===== src/hdl/gbc_pkg.sv =====
// Shared widths, types and codes for the gyro bias calibration block.
package gbc_pkg;

    localparam int LANES      = 3;
    localparam int RAW_W      = 16;
    localparam int DELTA_W    = RAW_W + 1;
    localparam int SUM_W      = 24;
    localparam int CNT_W      = 8;
    localparam int SCALE_W    = 24;
    localparam int SCALE_FRAC = 24;
    localparam int RATE_FRAC  = 16;
    localparam int RATE_SHIFT = SCALE_FRAC - RATE_FRAC;
    localparam int RATE_W     = 33;
    localparam int PROD_W     = DELTA_W + SCALE_W + 1;
    localparam int STATUS_W   = 3;
    localparam int OK_W       = LANES;
    localparam int IN_DATA_W  = LANES * RAW_W;
    localparam int OUT_BITS   = LANES * (DELTA_W + RATE_W + RAW_W);
    localparam int OUT_DATA_W = ((OUT_BITS + 7) / 8) * 8;
    localparam int CFG_IDX_W  = 2;
    localparam int CFG_DATA_W = 24;

    typedef logic signed [RAW_W-1:0]   raw_t;
    typedef logic signed [DELTA_W-1:0] delta_t;
    typedef logic signed [RATE_W-1:0]  rate_t;
    typedef logic signed [SUM_W-1:0]   sum_t;
    typedef logic [CNT_W-1:0]          cnt_t;
    typedef logic [SCALE_W-1:0]        scale_t;

    typedef enum logic [STATUS_W-1:0] {
        STATUS_CAL    = 3'd0,
        STATUS_DONE   = 3'd1,
        STATUS_FAIL   = 3'd2,
        STATUS_DATA   = 3'd3,
        STATUS_RDFAIL = 3'd4
    } status_t;

    // Per-step commands from the sequencer to every lane.
    typedef struct packed {
        logic acc;
        logic acc_clear;
        logic clear;
        logic div_start;
        logic bias_load;
        logic load_delta;
        logic mul;
    } lane_ctrl_t;

endpackage


===== src/hdl/gyro_bias_calibrate_correct_top.sv =====
// Top level of the gyro zero-rate bias calibration and correction block.
//
// After reset the block drops discard_count samples, then averages the next
// sample_count samples per axis (only readings whose ok flag is set count)
// to form three biases, truncating toward zero. Every such sample returns a
// status-only transaction (calibrating); the last one returns "done" or, if
// an axis saw no good reading, "failed" and calibration restarts. Once
// calibrated, each sample with all three reads good returns raw minus bias
// and the rate delta * rate_scale / 2^8 (floor, signed Q16 rad/s); any bad
// read returns "read failed". The three axes run in parallel lanes; a merge
// stage packs their results into an output register, so a new sample is
// taken while the previous transaction still waits downstream. Discard,
// ordinary calibration and read-failed samples go from STEP to EMIT;
// corrected samples pass MUL on the way (one registered 17x25 multiply
// per lane), one that closes a calibration passes CHECK, and a good one
// then waits in DIV on the 24-step one-bit-per-cycle divider in each lane.
// Writes to the count registers apply from the next sample but
// no longer matter once calibrated; a rate_scale write applies to the next
// corrected sample. Write registers only while the block is idle.
module gyro_bias_calibrate_correct_top
    import gbc_pkg::*;
(
    input  logic                  clk,
    input  logic                  rst_n,
    // configuration write port
    input  logic                  wr_en,
    input  logic [CFG_IDX_W-1:0]  wr_index,
    input  logic [CFG_DATA_W-1:0] wr_data,
    // sample input
    input  logic                  s_axis_tvalid,
    output logic                  s_axis_tready,
    input  logic [IN_DATA_W-1:0]  s_axis_tdata,  // raw_x, raw_y, raw_z
    input  logic [OK_W-1:0]       s_axis_tuser,  // x_ok, y_ok, z_ok
    // result output
    output logic                  m_axis_tvalid,
    input  logic                  m_axis_tready,
    // delta_x, delta_y, delta_z, rate_x, rate_y, rate_z,
    // bias_x_out, bias_y_out, bias_z_out, zero pad
    output logic [OUT_DATA_W-1:0] m_axis_tdata,
    output logic [STATUS_W-1:0]   m_axis_tuser   // status
);

    localparam logic [CFG_IDX_W-1:0] REG_DISCARD = 2'd0;
    localparam logic [CFG_IDX_W-1:0] REG_SAMPLES = 2'd1;
    localparam logic [CFG_IDX_W-1:0] REG_SCALE   = 2'd2;

    typedef enum logic [2:0] {
        S_IDLE,
        S_STEP,
        S_CHECK,
        S_DIV,
        S_MUL,
        S_EMIT
    } state_t;

    typedef enum logic [1:0] {
        PH_DISCARD,
        PH_SAMPLE,
        PH_READY
    } phase_t;

    // configuration
    cnt_t    discard_reg;
    cnt_t    samples_reg;
    scale_t  scale_reg;

    // sequencer
    state_t  state_reg, state_next;
    phase_t  phase_reg, phase_next;
    cnt_t    counter_reg, counter_next;
    status_t status_reg, status_next;
    lane_ctrl_t ctrl;

    // latched sample
    raw_t        raw_reg [LANES];
    logic [OK_W-1:0] ok_reg;

    // lane results
    logic [LANES-1:0] count_zero;
    logic [LANES-1:0] div_done;
    delta_t      delta [LANES];
    rate_t       rate [LANES];
    raw_t        bias [LANES];

    logic        out_free;
    logic        out_load;
    logic        accept;
    cnt_t        target;
    cnt_t        cnt_inc;
    cnt_t        cnt_acc;

    assign s_axis_tready = (state_reg == S_IDLE);
    assign accept        = s_axis_tvalid && s_axis_tready;
    assign out_load      = (state_reg == S_EMIT) && out_free;

    // A zero sample count behaves as one.
    assign target  = (samples_reg == '0) ? CNT_W'(1) : samples_reg;
    assign cnt_inc = counter_reg + 1'b1;
    assign cnt_acc = (phase_reg == PH_DISCARD) ? CNT_W'(1) : cnt_inc;

    always_ff @(posedge clk or negedge rst_n)
    begin
        if (!rst_n)
        begin
            discard_reg <= CNT_W'(16);
            samples_reg <= CNT_W'(48);
            scale_reg   <= SCALE_W'(17851);
        end
        else if (wr_en)
        begin
            unique case (wr_index)
                REG_DISCARD: discard_reg <= wr_data[CNT_W-1:0];
                REG_SAMPLES: samples_reg <= wr_data[CNT_W-1:0];
                REG_SCALE:   scale_reg   <= wr_data[SCALE_W-1:0];
                default: ;
            endcase
        end
    end

    always_ff @(posedge clk)
    begin
        if (accept)
        begin
            for (int i = 0; i < LANES; i++)
                raw_reg[i] <= s_axis_tdata[i*RAW_W +: RAW_W];
            ok_reg <= s_axis_tuser;
        end
    end

    always_comb
    begin
        state_next   = state_reg;
        phase_next   = phase_reg;
        counter_next = counter_reg;
        status_next  = status_reg;
        ctrl         = '0;
        unique case (state_reg)
            S_IDLE:
            begin
                if (s_axis_tvalid)
                    state_next = S_STEP;
            end
            S_STEP:
            begin
                if (phase_reg == PH_READY)
                begin
                    if (&ok_reg)
                    begin
                        ctrl.load_delta = 1'b1;
                        state_next      = S_MUL;
                    end
                    else
                    begin
                        status_next = STATUS_RDFAIL;
                        state_next  = S_EMIT;
                    end
                end
                else if (phase_reg == PH_DISCARD && counter_reg < discard_reg)
                begin
                    counter_next = cnt_inc;
                    status_next  = STATUS_CAL;
                    state_next   = S_EMIT;
                end
                else
                begin
                    // the sample that ends discarding is already sampled
                    ctrl.acc       = 1'b1;
                    ctrl.acc_clear = (phase_reg == PH_DISCARD);
                    counter_next   = cnt_acc;
                    phase_next     = PH_SAMPLE;
                    if (cnt_acc >= target)
                        state_next = S_CHECK;
                    else
                    begin
                        status_next = STATUS_CAL;
                        state_next  = S_EMIT;
                    end
                end
            end
            S_CHECK:
            begin
                if (|count_zero)
                begin
                    ctrl.clear   = 1'b1;
                    counter_next = '0;
                    phase_next   = PH_DISCARD;
                    status_next  = STATUS_FAIL;
                    state_next   = S_EMIT;
                end
                else
                begin
                    ctrl.div_start = 1'b1;
                    state_next     = S_DIV;
                end
            end
            S_DIV:
            begin
                if (&div_done)
                begin
                    ctrl.bias_load = 1'b1;
                    ctrl.clear     = 1'b1;
                    counter_next   = '0;
                    phase_next     = PH_READY;
                    status_next    = STATUS_DONE;
                    state_next     = S_EMIT;
                end
            end
            S_MUL:
            begin
                ctrl.mul    = 1'b1;
                status_next = STATUS_DATA;
                state_next  = S_EMIT;
            end
            S_EMIT:
            begin
                if (out_free)
                    state_next = S_IDLE;
            end
            default: state_next = S_IDLE;
        endcase
    end

    always_ff @(posedge clk or negedge rst_n)
    begin
        if (!rst_n)
        begin
            state_reg   <= S_IDLE;
            phase_reg   <= PH_DISCARD;
            counter_reg <= '0;
            status_reg  <= STATUS_CAL;
        end
        else
        begin
            state_reg   <= state_next;
            phase_reg   <= phase_next;
            counter_reg <= counter_next;
            status_reg  <= status_next;
        end
    end

    for (genvar g = 0; g < LANES; g++)
    begin : g_lane
        gbc_lane u_lane (
            .clk        (clk),
            .rst_n      (rst_n),
            .ctrl       (ctrl),
            .raw        (raw_reg[g]),
            .ok         (ok_reg[g]),
            .scale      (scale_reg),
            .count_zero (count_zero[g]),
            .div_done   (div_done[g]),
            .delta      (delta[g]),
            .rate       (rate[g]),
            .bias       (bias[g])
        );
    end

    gbc_merge u_merge (
        .clk           (clk),
        .rst_n         (rst_n),
        .load          (out_load),
        .status        (status_reg),
        .delta         (delta),
        .rate          (rate),
        .bias          (bias),
        .free          (out_free),
        .m_axis_tready (m_axis_tready),
        .m_axis_tvalid (m_axis_tvalid),
        .m_axis_tdata  (m_axis_tdata),
        .m_axis_tuser  (m_axis_tuser)
    );

endmodule


===== src/hdl/gbc_div.sv =====
// Restoring divider: signed sum over unsigned count, one quotient bit per cycle.
module gbc_div
    import gbc_pkg::*;
(
    input  logic  clk,
    input  logic  rst_n,
    input  logic  start,
    input  sum_t  dividend,
    input  cnt_t  divisor,
    output raw_t  quotient,
    output logic  done
);

    localparam int STEP_W = $clog2(SUM_W);

    logic [SUM_W-1:0]  work_reg, work_next;
    logic [CNT_W-1:0]  rem_reg, rem_next;
    cnt_t              div_reg;
    logic [STEP_W-1:0] step_reg;
    logic              neg_reg;
    logic              busy_reg;
    logic              done_reg;

    logic [CNT_W:0]    trial;
    logic              qbit;
    logic [SUM_W-1:0]  mag;
    logic [SUM_W-1:0]  q_signed;

    assign mag   = dividend[SUM_W-1] ? (~dividend + 1'b1) : dividend;
    assign trial = {rem_reg, work_reg[SUM_W-1]};
    assign qbit  = (trial >= {1'b0, div_reg});

    always_comb
    begin
        rem_next  = qbit ? CNT_W'(trial - {1'b0, div_reg}) : trial[CNT_W-1:0];
        work_next = {work_reg[SUM_W-2:0], qbit};
    end

    always_ff @(posedge clk or negedge rst_n)
    begin
        if (!rst_n)
        begin
            busy_reg <= 1'b0;
            done_reg <= 1'b0;
            step_reg <= '0;
        end
        else if (start)
        begin
            busy_reg <= 1'b1;
            done_reg <= 1'b0;
            step_reg <= '0;
        end
        else if (busy_reg)
        begin
            step_reg <= step_reg + 1'b1;
            if (step_reg == STEP_W'(SUM_W - 1))
            begin
                busy_reg <= 1'b0;
                done_reg <= 1'b1;
            end
        end
    end

    always_ff @(posedge clk)
    begin
        if (start)
        begin
            work_reg <= mag;
            rem_reg  <= '0;
            div_reg  <= divisor;
            neg_reg  <= dividend[SUM_W-1];
        end
        else if (busy_reg)
        begin
            work_reg <= work_next;
            rem_reg  <= rem_next;
        end
    end

    // Quotient magnitude never exceeds the raw range, so the low bits suffice.
    assign q_signed = neg_reg ? (~work_reg + 1'b1) : work_reg;
    assign quotient = q_signed[RAW_W-1:0];
    assign done     = done_reg;

endmodule


===== src/hdl/gbc_lane.sv =====
// One axis lane: accumulator, bias divider, bias store and rate scaler.
module gbc_lane
    import gbc_pkg::*;
(
    input  logic       clk,
    input  logic       rst_n,
    input  lane_ctrl_t ctrl,
    input  raw_t       raw,
    input  logic       ok,
    input  scale_t     scale,
    output logic       count_zero,
    output logic       div_done,
    output delta_t     delta,
    output rate_t      rate,
    output raw_t       bias
);

    sum_t                     sum_reg, sum_next;
    cnt_t                     count_reg, count_next;
    raw_t                     bias_reg;
    delta_t                   delta_reg;
    logic signed [PROD_W-1:0] prod_reg;
    raw_t                     quotient;

    gbc_div u_div (
        .clk      (clk),
        .rst_n    (rst_n),
        .start    (ctrl.div_start),
        .dividend (sum_reg),
        .divisor  (count_reg),
        .quotient (quotient),
        .done     (div_done)
    );

    always_comb
    begin
        sum_next   = ctrl.acc_clear ? '0 : sum_reg;
        count_next = ctrl.acc_clear ? '0 : count_reg;
        if (ok)
        begin
            sum_next   = sum_next + {{(SUM_W-RAW_W){raw[RAW_W-1]}}, raw};
            count_next = count_next + 1'b1;
        end
    end

    always_ff @(posedge clk or negedge rst_n)
    begin
        if (!rst_n)
        begin
            sum_reg   <= '0;
            count_reg <= '0;
            bias_reg  <= '0;
        end
        else
        begin
            if (ctrl.clear)
            begin
                sum_reg   <= '0;
                count_reg <= '0;
            end
            else if (ctrl.acc)
            begin
                sum_reg   <= sum_next;
                count_reg <= count_next;
            end
            if (ctrl.bias_load)
                bias_reg <= quotient;
        end
    end

    always_ff @(posedge clk)
    begin
        if (ctrl.load_delta)
            delta_reg <= $signed({raw[RAW_W-1], raw}) - $signed({bias_reg[RAW_W-1], bias_reg});
        if (ctrl.mul)
            prod_reg <= PROD_W'(delta_reg * $signed({1'b0, scale}));
    end

    assign count_zero = (count_reg == '0);
    assign delta      = delta_reg;
    // Arithmetic shift right gives the floor of the scaled product.
    assign rate       = prod_reg[RATE_SHIFT +: RATE_W];
    assign bias       = bias_reg;

endmodule


===== src/hdl/gbc_merge.sv =====
// Output stage: merges the lane results and status into one held transaction.
module gbc_merge
    import gbc_pkg::*;
(
    input  logic                  clk,
    input  logic                  rst_n,
    input  logic                  load,
    input  status_t               status,
    input  delta_t                delta [LANES],
    input  rate_t                 rate [LANES],
    input  raw_t                  bias [LANES],
    output logic                  free,
    input  logic                  m_axis_tready,
    output logic                  m_axis_tvalid,
    output logic [OUT_DATA_W-1:0] m_axis_tdata,
    output logic [STATUS_W-1:0]   m_axis_tuser
);

    localparam int RATE_BASE = LANES * DELTA_W;
    localparam int BIAS_BASE = RATE_BASE + LANES * RATE_W;

    logic                  tvalid_reg;
    logic [OUT_DATA_W-1:0] tdata_reg, tdata_next;
    logic [STATUS_W-1:0]   tuser_reg;
    logic                  is_data;

    assign is_data = (status == STATUS_DATA);

    always_comb
    begin
        tdata_next = '0;
        for (int i = 0; i < LANES; i++)
        begin
            tdata_next[i*DELTA_W +: DELTA_W]            = is_data ? delta[i] : '0;
            tdata_next[RATE_BASE + i*RATE_W +: RATE_W]  = is_data ? rate[i] : '0;
            tdata_next[BIAS_BASE + i*RAW_W +: RAW_W]    = bias[i];
        end
    end

    always_ff @(posedge clk or negedge rst_n)
    begin
        if (!rst_n)
            tvalid_reg <= 1'b0;
        else if (load)
            tvalid_reg <= 1'b1;
        else if (m_axis_tready)
            tvalid_reg <= 1'b0;
    end

    always_ff @(posedge clk)
    begin
        if (load)
        begin
            tdata_reg <= tdata_next;
            tuser_reg <= status;
        end
    end

    assign free          = !tvalid_reg || m_axis_tready;
    assign m_axis_tvalid = tvalid_reg;
    assign m_axis_tdata  = tdata_reg;
    assign m_axis_tuser  = tuser_reg;

endmodule


===== config.mk =====
export PLATFORM = sky130hd
export DESIGN_NAME = gyro_bias_calibrate_correct_top
export DESIGN_NICKNAME = d
export VERILOG_FILES = /design/src/hdl/gbc_pkg.sv /design/src/hdl/gyro_bias_calibrate_correct_top.sv /design/src/hdl/gbc_div.sv /design/src/hdl/gbc_lane.sv /design/src/hdl/gbc_merge.sv
export SDC_FILE = /design/constraint.sdc
export NUM_CORES = 2
export LEC_CHECK = 0
export BUFFER_PORTS_ARGS = -buffer_cell sky130_fd_sc_hd__buf_2
export CORE_MARGIN = 2
export CORE_UTILIZATION = 45
export DETAILED_ROUTE_END_ITERATION = 16
export GPL_TIMING_DRIVEN = 0
export SLEW_MARGIN = 20
export SYNTH_ARGS = -nofsm -noshare
export SYNTH_HDL_FRONTEND = slang
export SYNTH_HIERARCHICAL = 1
export SYNTH_SLANG_ARGS = --single-unit

===== constraint.sdc =====
create_clock -name clk -period 24.8 [get_ports clk]
set_input_delay 0 -clock clk [delete_from_list [all_inputs] [get_ports clk]]
set_output_delay 0 -clock clk [all_outputs]
set_load 0.01 [all_outputs]

## After elaboration in Yosys (flattened, before gate mapping)

Memory sizes are Yosys's and may differ from the RTL's.
Cells that the tools add are included.

- ROM bits: 0
- Word-level logic and storage cells: 248
- Bits in latches: 0
- Bits in writable memories: 48
- Input port bits: 82
- Flip-flop bits (word level): 723
- Memories kept: 1

Memories:

| memory | words | width | rd ports | clocked after memory_dff | write ports | RTL line | source |
|---|---|---|---|---|---|---|---|
| raw_reg | 3 | 16 | 3 | 0 | 3 | gyro_bias_calibrate_correct_top.sv:75 | `raw_t raw_reg [LANES];` |

- Bitwise logic cells: 6
- Mux-type cells: 108
- Div/mod/pow operators: 0
- Shift-type cells: 0
- Eq/ne operators: 20
- $add $sub $neg: 22
- Order comparisons: 5
- Multipliers: 3
- Reduce and logical (&&, ||, !) cells: 35

Operator list:

| cell | count |
|---|---|
| 24-bit 2-to-1 mux | 21 |
| 8-bit 2-to-1 mux | 21 |
| 17-bit by 25-bit multiplier with 41-bit output | 3 |
| 24-bit by 1-bit adder with 24-bit output (second input constant) | 3 |
| 24-bit adder | 3 |
| 24-bit inverter | 3 |
| 16-bit by 16-bit subtractor with 17-bit output | 3 |
| 16-bit by 1-bit adder with 16-bit output (second input constant) | 3 |
| 16-bit 2-to-1 mux | 3 |
| 16-bit inverter | 3 |
| 3-bit 2-to-1 mux | 13 |
| 8-bit by 1-bit adder with 8-bit output (second input constant) | 4 |
| 8-bit logical NOT | 4 |
| 1-bit 2-to-1 mux | 32 |
| 5-bit 2-to-1 mux | 6 |
| 9-bit by 8-bit greater-or-equal comparator with 1-bit output | 3 |
| 8-bit one-hot mux with 3 select lines | 1 |
| 8-bit subtractor | 3 |
| 3-bit one-hot mux with 6 select lines | 1 |
| 2-bit nonzero test | 8 |
| 5-bit by 1-bit adder with 5-bit output (second input constant) | 3 |
| 5-bit equality test (second input constant) | 3 |
| 2-bit 2-to-1 mux | 7 |
| 2-bit != test (second input constant) | 6 |
| other kinds (24) | 39 |

## Depth between registers and ports, before layout

- Depth after elaboration: 10
- Gate-level depth with buffers: 25
- Mapped depth without buffers: 24

## By module

Netlist, hierarchy kept.

Modules (own cells, without submodules):

| module | cells each | area an instance (µm²) | seq. area each (µm²) | instances |
|---|---|---|---|---|
| gbc_lane at g_lane[1].u_lane | 1985 | 18382.6 | 2702.6 | 1 |
| gbc_lane at g_lane[0].u_lane | 1973 | 18311.3 | 2702.6 | 1 |
| gbc_lane at g_lane[2].u_lane | 1964 | 18270.0 | 2702.6 | 1 |
| gbc_div | 348 | 3178.0 | 1326.3 | 3 |
| gbc_merge | 375 | 7196.9 | 6060.8 | 1 |
| gyro_bias_calibrate_correct_top | 355 | 4642.0 | 2947.8 | 1 |

## Worst setup path after synthesis

OpenSTA, ideal clock, no wires.

- Path kind: register -> register
- Start: register state_reg[0]
- End: register u_merge.tdata_reg[0] (netlist: u_merge/m_axis_tdata[0]) (enable)
- Setup time: 767 ps
- Path buffers: 2
- Stages on the path, launching flop included: 5
- Path slack: 14852 ps
- Data arrival time: 9181 ps
- Clock period less this slack: 9948 ps
- Cells stage by stage: dfrtp_1 -> buf_6 -> clkbuf_1 -> nand3_1 -> nor2_1

- Cells in the longest elaborated chain, start to end: 2

Ends and longest elaborated chain:

| element | RTL line | source |
|---|---|---|
| start: declaration | gyro_bias_calibrate_correct_top.sv:68 | `state_t state_reg, state_next;` |
| start signal: assignment | gyro_bias_calibrate_correct_top.sv:234 | `state_reg <= state_next;` |
| 3-bit equality test | gyro_bias_calibrate_correct_top.sv:94 | `assign out_load = (state_reg == S_EMIT) && out_free;` |
| 1-bit logical AND | gyro_bias_calibrate_correct_top.sv:94 |  |
| net out_load | gyro_bias_calibrate_correct_top.sv:86 | `logic out_load;` |
| end signal: assignment | gbc_merge.sv:54 | `tdata_reg <= tdata_next;` |
| end: declaration | gbc_merge.sv:23 | `logic [OUT_DATA_W-1:0] tdata_reg, tdata_next;` |

The timed path passes the listed nets, and every way through them passes these cells.
A chain may end at the register's enable or synchronous reset.

## Worst setup path after layout

- Start: register g_lane[0].u_lane.delta_reg[16]
- End: register g_lane[0].u_lane.prod_reg[37], data pin

- Cells in the longest elaborated chain, start to end: 1

Ends and longest elaborated chain:

| element | RTL line | source |
|---|---|---|
| start: declaration | gbc_lane.sv:21 | `delta_t delta_reg;` |
| start signal: assignment | gbc_lane.sv:74 | `delta_reg <= $signed({raw[RAW_W-1], raw}) - $signed({bias_reg[RAW_W-1], bias_reg});` |
| 17-bit by 25-bit multiplier with 41-bit output | gbc_lane.sv:76 | `prod_reg <= PROD_W'(delta_reg * $signed({1'b0, scale}));` |
| end signal: assignment | gbc_lane.sv:76 |  |
| end: declaration | gbc_lane.sv:22 | `logic signed [PROD_W-1:0] prod_reg;` |

Every way passes these cells.

==> out/results.tsv <==
stage	metric	value	unit
run_status	status	completed	
floorplanning	die_w	416	um
cts	clkLatencyLatePin	750	ps
cts	root_buffer	clkbuf_16	
detailed_routing	wl_per_cell	22.1	um
worst_setup_path	critPathCapture	g_lane[0].u_lane/prod_reg[37]	
place	dp_cells	10200	
global_route	grt_max_degree	89	
yosys	avgSynthCellArea	9.92	um2
detailed_routing	drt_iter0_drc	4443	
detailed_routing	antenna_left	0	
finish	post-route-util	50.8	%
global_route	grt_overflow_total	0	
sta	fin_setup_tns	0	ps
worst_setup_path	cp.depth	22	
worst_setup_path	timing.rr.start	g_lane[0].u_lane/delta[16]	
detailed_routing	viasPerCell	5.40	
worst_setup_path	crit_top_cell	fa_1	
yosys	synth_area_leaders	fa_1 26%, edfxtp_1 20%, ha_1 9.3%	
global_route	antenna_found_initial	11	
worst_setup_path	r2r_slack	16080	ps
sta	period_share	35.2	%
worst_setup_path	crit_slowest_cell	a311oi_2	
worst_setup_path	path_class	register to register	
sta	worst_slew_pin_slew	1150	ps
finish	instances_no_fill	10600	
yosys	ys_seq_area_share	27.6	%
floorplanning	num_rows	151	
cts	clock-sinks	747	
global_route	grt_pass1_wl	358000	um
detailed_routing	dr.pass1.iters	6	
run	cap_violations	0	
cts	cts_max_path_buffers	3	
min_path	min_path_cells	3	
place	dp_slack	16090	ps
worst_setup_path	cp_num_buf_inv	5	
yosys	synth_seq_cells	747	
worst_setup_path	r2r_end	g_lane[0].u_lane/prod_reg[37]	
worst_setup_path	crit_family	adder cells	
yosys	ys_warn_count	6	
yosys	synthTopCellsByCount	1255 x inv_1, 993 x fa_1, 812 x nand2_1, 746 x and2_1, 568 x ha_1	
sta	slew_violations	0	
detailed_routing	totalWireLength	234000	um
cts	cts_tree	built	
place	hpwlAfterDp	184000	um
worst_setup_path	worstPathArrival	9170	ps
yosys	syn-instance-count	7696	
cts	cts_buffers	87	
sta	rsz0062_at_grt	no	
yosys	yosysUniqueCellTypes	113	
floorplanning	pin_count	287	
yosys	synth_largest_area_cell	fa_1	
yosys	synth_ff_type	edfxtp_1	
yosys	synth_most_common_cell	inv_1	
place	place_congestion	0.958	
yosys	synth_edf_count	501	
floorplanning	start_util	45.2	%
worst_setup_path	startpoint_type	register	
worst_setup_path	crit_start	g_lane[0].u_lane/delta[16]	
place	portBuffers	284	
worst_setup_path	cp.required	25250	ps
sta	slew_headroom	23.5	%
floorplanning	die_y	416	um
worst_setup_path	reg2reg_depth	22	
global_route	grt_usage	27.3	%
detailed_routing	vias	56900	
cts	clk_pin_slew	60	ps
detailed_routing	remaining_drc_errors	0	
floorplanning	coreArea	169000	um2
worst_setup_path	critical_path.max_stage_delay	720	ps
finish	drive_gt1_share	7.56	%
cts	cts_htree_levels	3	
sta	finalHoldViolations	0	
yosys	yosysTopAreaCellShare	26.0	%
finish	largest_register_ffs	198	
worst_setup_path	path_max_fanout	10	
worst_setup_path	crit_path_end_kind	register	
sta	layout_setup_ws	16080	ps
yosys	async_flop_share	29.7	%
min_path	hold_class	input pin to register	
global_route	grt_pass1_vias	59300	
sta	max_freq	115	MHz
finish	fin_nets	9887	
floorplanning	die_area	173000	um2
finish	syn_to_final_growth	12.3	%
sta	setup_violations	0	
yosys	syn_area	76300	um2
worst_setup_path	crit_chain	clkbuf_1, clkinv_1, clkbuf_1, nor2_1, fa_1, fa_1, fa_1, fa_1, fa_1, inv_1, fa_1, inv_1, ha_1, nand2_1, o21ai_1, nor2_2, a311oi_2, a31oi_1, a21oi_2, a21o_1, a21oi_1, xnor2_1	
sta	clock_skew	57.1	ps
sta	min_period	8720	ps
finish	n_fill_cell	15700	
-- repair_timing --
item                                   4_1_cts  5_1_grt
buffers inserted                             0        0
hold buffers                               133        0
endpoints found under the hold margin      323        0
gates resized for setup                      0        0
-- cell families (layout without fill, tap and decap cells) --
logic type                 after synthesis  count (layout)  share of synthesized area, %
and+or+nand+nor                       2510            2510                          16.6
DFF                                    747             747                          27.6
AOI/OAI and AO/OA                      968             968                          8.39
xor gates and xnor gates               315             315                          3.61
muxes                                   46              46                         0.662
adders and majority gates             1561            1561                          35.4
other                                    1              16                       0.00491
buffers and inverters                 1548            2169                          7.78
-- layer usage --
| layer | wire length [um] | part of all wire (%) | vias up | track usage [%] |
|---|---|---|---|---|
| li1 | - | - | 25900 | - |
| met5 | 35 | 0.015 | - | 0 |
| met2 | 112000 | 48 | 1808 | 45.0 |
| met4 | 16400 | 7.0 | 6 | 17.2 |
| met3 | 13600 | 5.8 | 571 | 4.37 |
| met1 | 91800 | 39 | 28700 | 33.7 |
-- final cells by class --
cell class / instances / area (um2) / share of cell area, %
Multi-Input combinational cell: 5402 / 49400 / 57.6
Sequential cell: 747 / 21100 / 24.6
Inverter: 1259 / 4730 / 5.51
Timing Repair Buffer: 458 / 3510 / 4.10
Tap cell: 2218 / 2780 / 3.24
Clock buffer: 108 / 2330 / 2.71
Buffer: 289 / 1210 / 1.41
Clock inverter: 55 / 667 / 0.778
Antenna cell: 14 / 35.0 / 0.0409
-- worst min-delay path, stage by stage --
cell and delay (ps):
dlygate4sd3_1 520, buf_2 100, mux2_2 140
-- cells in the final DEF, fill, tap and decap left out, drive strengths merged, types with 36 or more instances in the layout --
cell         synthesis  layout
nor3                56      56
mux2                36      36
dlygate4sd3          0     132
o21a                41      41
o21ai              238     238
nor2b              113     113
a21oi              274     274
xor2               131     131
buf                 29     355
a21o                82      82
nand2              812     812
inv               1256    1262
nand3               93      93
nor2               406     406
o31ai               37      37
xnor2              184     184
nand4               40      40
ha                 568     568
nand2b              72      72
fa                 993     993
edfxtp             501     501
and2               748     748
dfrtp              210     210
clkbuf             260     368
-- worst min-delay path by stage --
stage                           startpoint                                  to  slack [ps]
after CTS                      wr_data[19]                       scale_reg[19]           6
after detailed placement             rst_n  g_lane[0].u_lane/u_div/step_reg[2]         -40
final                          wr_data[22]                       scale_reg[22]          60
after global placement    s_axis_tdata[31]                      raw_reg[0][31]         180
after global routing           wr_data[19]                       scale_reg[19]          60
after floorplan                      rst_n                      counter_reg[0]        -300
-- per-stage QoR --
step                area, um2  hold slack [ps]
CTS                     85700             6.12
global route            85700             56.9
global placement        80500              178
finish                  85700             63.9
floorplan               76300             -296
detailed placement      81300            -44.4
Power is not shown: default switching activity piles up to over one toggle a cycle in this logic, so the estimate is an artifact.
